<file path="src/rtl/matrix_shortest_path_query_defines.svh">
// Assertion shorthands used by the RTL.
`ifndef MATRIX_SHORTEST_PATH_QUERY_DEFINES_SVH
`define MATRIX_SHORTEST_PATH_QUERY_DEFINES_SVH

// Same-cycle implication, disabled during reset.
`define MSPQ_ASSERT_IMP(lbl, ante, cons, msg) \
   lbl: assert property (@(posedge clock) disable iff (reset) (ante) |-> (cons)) \
      else $error(msg);

// Next-cycle implication, disabled during reset.
`define MSPQ_ASSERT_NXT(lbl, ante, cons, msg) \
   lbl: assert property (@(posedge clock) disable iff (reset) (ante) |=> (cons)) \
      else $error(msg);

`endif

</file>
<file path="src/rtl/mspq_pkg.sv">
package mspq_pkg;

   localparam int MAX_NODES   = 128;
   localparam int NODE_BITS   = $clog2(MAX_NODES);
   localparam int PAIR_BITS   = 2 * NODE_BITS;
   localparam int WEIGHT_BITS = 16;
   localparam int DIST_BITS   = 24;
   localparam int COUNT_BITS  = 8;

   typedef enum logic [1:0] {
      REQ_CLEAR = 2'd0,
      REQ_ADD   = 2'd1,
      REQ_QUERY = 2'd2
   } req_code_type;

   // One matrix entry: presence plus both weights.
   typedef struct packed {
      logic                   present;
      logic [WEIGHT_BITS-1:0] wt_time;
      logic [WEIGHT_BITS-1:0] wt_cost;
   } edge_ent_type;

   // One distance scratch entry.
   typedef struct packed {
      logic                 reached;
      logic [DIST_BITS-1:0] dval;
   } dist_ent_type;

   typedef struct packed {
      logic                 en;
      logic [NODE_BITS-1:0] addr;
      dist_ent_type         data;
   } dist_wr_type;

   // Saturating distance + weight.
   function automatic logic [DIST_BITS-1:0] sat_add(input logic [DIST_BITS-1:0] d,
                                                    input logic [WEIGHT_BITS-1:0] w);
      logic [DIST_BITS:0] s;
      s = {1'b0, d} + (DIST_BITS + 1)'(w);
      return s[DIST_BITS] ? {DIST_BITS{1'b1}} : s[DIST_BITS-1:0];
   endfunction

endpackage

</file>
<file path="src/rtl/mspq_dist_ram.sv">
module mspq_dist_ram (
   input  logic                              clock,
   input  mspq_pkg::dist_wr_type             wr,
   input  logic [mspq_pkg::NODE_BITS-1:0]    rd_addr,
   output mspq_pkg::dist_ent_type            rd_data
);
   import mspq_pkg::*;

   dist_ent_type mem [MAX_NODES];
   dist_ent_type rdq_ff;
   dist_ent_type fwd_data_ff;
   logic         fwd_hit_ff;

   always_ff @(posedge clock) begin
      if (wr.en) begin
         mem[wr.addr] <= wr.data;
      end
      rdq_ff      <= mem[rd_addr];
      // read during write to the same entry returns the new data
      fwd_hit_ff  <= wr.en && (wr.addr == rd_addr);
      fwd_data_ff <= wr.data;
   end

   assign rd_data = fwd_hit_ff ? fwd_data_ff : rdq_ff;

endmodule

</file>
<file path="config.mk">
export PLATFORM = sky130hd
export DESIGN_NAME = mspq_dist_ram
export DESIGN_NICKNAME = d
export VERILOG_FILES = /design/src/rtl/matrix_shortest_path_query_defines.svh /design/src/rtl/mspq_pkg.sv /design/src/rtl/mspq_dist_ram.sv
export SDC_FILE = /design/constraint.sdc
export NUM_CORES = 2
export LEC_CHECK = 0
export ABC_CLOCK_PERIOD_IN_PS = 3500
export BUFFER_PORTS_ARGS = -buffer_cell sky130_fd_sc_hd__buf_4
export CORE_UTILIZATION = 35
export CTS_BUF_LIST = sky130_fd_sc_hd__clkbuf_16
export CTS_CLUSTER_SIZE = 40
export DETAILED_ROUTE_END_ITERATION = 7
export HOLD_SLACK_MARGIN = 0.02
export PLACE_DENSITY = 0.47
export SLEW_MARGIN = 20
export SYNTH_ARGS = -nofsm -noshare
export SYNTH_HDL_FRONTEND = slang
export SYNTH_SLANG_ARGS = --single-unit
</file>
<file path="constraint.sdc">
create_clock -name clock -period 3.5 [get_ports clock]
set_input_delay 0.175 -clock clock [delete_from_list [all_inputs] [get_ports clock]]
set_output_delay 0.175 -clock clock [all_outputs]
set_load 0.005 [all_outputs]
</file>
==> results by group <==
Outcome
  • Status: complete, no violations

Critical path
  • Endpoint class of the critical path: flop
  • Worst Path Required: about 4.3 ns
  • R2r setup slk: 0.83 ns
  • CP max-delay cell: mux4_2
  • Delay of the slowest critical-path stage: 0.68 ns
  • CP startpoint kind: flop
  • CP delay by family, top: multiplexers
  • CP Data Arrival Time: 3.46 ns
  • Crit path max fanout: 1
  • Critical path class: reg2reg
  • R2R cell count: 4
  • WP depth: 4
  • CP most frequent cell: mux4_2
  • Buffers & Inverters on Critical Path: 0
  • Critical path cell sequence: mux4_2 > mux4_2 > mux4_2 > mux2_2

Power
  • Max rail drop VDD: between 0.4 and 0.5 mV
  • Power per cell area: approximately 580 nW/um^2
  • Seq pwr share: 51.5%
  • Clk network pwr share: between 40% and 50%
  • NetSw: 18.2 mW
  • Pwr Total: about 84 mW
  • Combinational share of power: 5.5%
  • Fraction of power spent switching nets: 21.8%
  • Leak: 44.6 nW
  • Power Internal: approximately 65 mW

Place
  • Gpl congestion: 0.777
  • DP Wirelength: 209 mm
  • IO buf count: between 60 and 70

Clock network
  • H-tree depth: 5
  • Clock-pin slew on the worst setup and hold paths: roughly 0.06 ns
  • TritonCTS clock tree: done
  • Cts bufs inserted: 350
  • Clock Path Buffers: 4
  • Root Driver: clkbuf_16
  • Worst-skew pair later-pin latency: 0.92 ns
  • CTS sink cnt: 3251
  • Post CTS Setup Buffer Count: 0

STA
  • Final setup fails: 0
  • Fin crit period: between 2 and 3 ns
  • Final Slew Violations: 0
  • Final hold slack: 0.120 ns
  • Final period util: about three quarters
  • Final Skew: roughly 0.06 ns
  • Slew HR: 27.6%
  • Setup repair after global routing missed its margin: false
  • Worst Tran Pin Value: between 1 and 1.5 ns
  • Hold Fails Final Rpt: 0
  • Fmax: between 300 and 400 MHz

Synth
  • Mean post-synth cell area: between 20 and 30 sq um
  • Synthesized net count: 4830
  • Cells after synthesis: 4789
  • Number of distinct library cells after synthesis: 16
  • Post-Synth Adder-Cell Area: 0%
  • Mux cell area share after synthesis: a little under 20%
  • Post-synthesis simple-gate area fraction: 0.579%
  • Largest family of logic cells by synthesized area: multiplexers
  • XOR/XNOR Fraction of Synth Area: less than 1%
  • Compound-Gate Fraction of Synth Area: 0%
  • Yosys warns: 0
  • Yosys reg bits: 3251
  • Mapped Area: 123000 sq um
  • Sequential cell area fraction in the yosys report: roughly four fifths

Die
  • Chip height: 595 microns
  • Core box area: about 350000 sq um
  • Die Area: 354000 sq um
  • Starting Density: 35.2%
  • Die Width: 595 microns
  • Num rows: 217
  • Ports: between 60 and 70

Flow run
  • Max Cap Viol: 0

Global route
  • Total gr overflow: 0
  • Largest net degree at the start of global routing: 89
  • Number of global-route vias before repair: 57913
  • Initial antenna violation count: 49
  • First-pass GRT wire length: 498 mm
  • Total Routing Usage GR: roughly 20%

Route
  • Residual DRC count: 0
  • Detail Route Antenna Nets: 0
  • 1st-iter DRT viols: roughly 6300
  • Avg WL per Cell: 35.7 microns
  • Vias post-DR: 56258
  • Vias per inst: 5.50
  • Initial DRT Pass Iterations: 5
  • Final wirelength: 365 mm

Finish
  • Layout Area Growth over Synthesis: 17.5%
  • Final net count: between 5000 and 6000
  • Most common cell after layout, fill and taps aside: edfxtp_1
  • Share of layout cells above drive strength 1: a little under two fifths
  • Most frequent cells in the layout: edfxtp_1 (3200), mux4_2 (1050), clkbuf_16 (354), buf_4 (299), nor2_4 (119)

Worst hold path
  • Hold WC Path Type: in2reg
  • Hold Crit Depth: 4
## repair_timing
action                    4_1_cts  5_1_grt
hold endpoints to repair     1515        0
resized for setup               0        0
hold buffers                   37        0
## registers in the layout (all words and copies together), names as in the netlist
| name | cells |
|---|---|
| mem | 3200 |
| rdq_ff | 25 |
| fwd_hit_ff | 1 |
| fwd_data_ff | 25 |
## kinds of logic after synthesis
kind of cell / Yosys count
xor+xnor: 7
simple gates: 173
mux: 1100
flops: 3251
buf+inv: 258
## synthesized netlist by cell type
master	number	share of area, %
edfxtp_1	3200	78
nand2b_1	2	0.010
dfxtp_1	51	0.83
buf_1	9	0.027
nor3_1	9	0.037
nor2b_1	7	0.036
nor2_1	123	0.37
nand4_1	5	0.025
nand2_1	14	0.043
mux4_2	1050	19
nand3_1	12	0.049
or3_1	1	0.0051
mux2_2	50	0.46
xnor2_1	7	0.050
clkbuf_1	165	0.50
buf_2	84	0.34
## per-layer routing
metal	wire length (microns)	global-route usage, %
met2	183000	34.2
met4	8320	5.04
met1	153000	28.3
met3	20500	2.83
met5	65	0
## worst reg2reg max path, stage by stage (launching register included)
cell,delay [ns]
edfxtp_1,0.37
mux4_2,0.48
mux4_2,0.66
mux4_2,0.69
mux2_2,0.33
## area by class of cell
cell class / count / area, sq um
fill: 30075 / 205000
clock buffer: 354 / 8860
tap: 4599 / 5750
timing repair buffer: 441 / 4710
multi-input combinational: 1280 / 26000
antenna: 28 / 70.1
sequential: 3251 / 97100
clock inverter: 284 / 2240
## final timing paths
path | to | start
worst max-delay path | rdq_ff[9] | mem[116][9]
worst min-delay path | mem[103][8] | wr[31]
worst max register to register | rdq_ff[9] | mem[116][9]
worst min register to register | rdq_ff[19] | mem[70][19]
## per-stage QoR
step / instances / TNS (ns) / utilization (%) / cell area, sq um / setup slack (ns)
after CTS: 10208 / 0 / 41.3 / 145000 / 0.784
after detailed placement: 9533 / 0 / 38.1 / 133000 / 0.0237
final: 10237 / 0 / 41.4 / 145000 / 0.827
after global routing: 10221 / 0 / 41.4 / 145000 / 0.812
after global placement: 9532 / -0.0247 / 38.1 / 133000 / -0.0172
after floorplan: 4789 / 0 / - / 123000 / 0.349
## power groups by stage
stage               clock network, mW  logic [mW]  registers [mW]
finish                           36.0        4.60            43.1
CTS                              36.7        4.72            43.1
detailed placement                  0        4.68            43.9
global placement                    0        4.63            43.9
floorplan                           0        2.14            43.8
global route                     38.1        4.81            43.1
No activity file was read; power rests on OpenSTA's default activity.
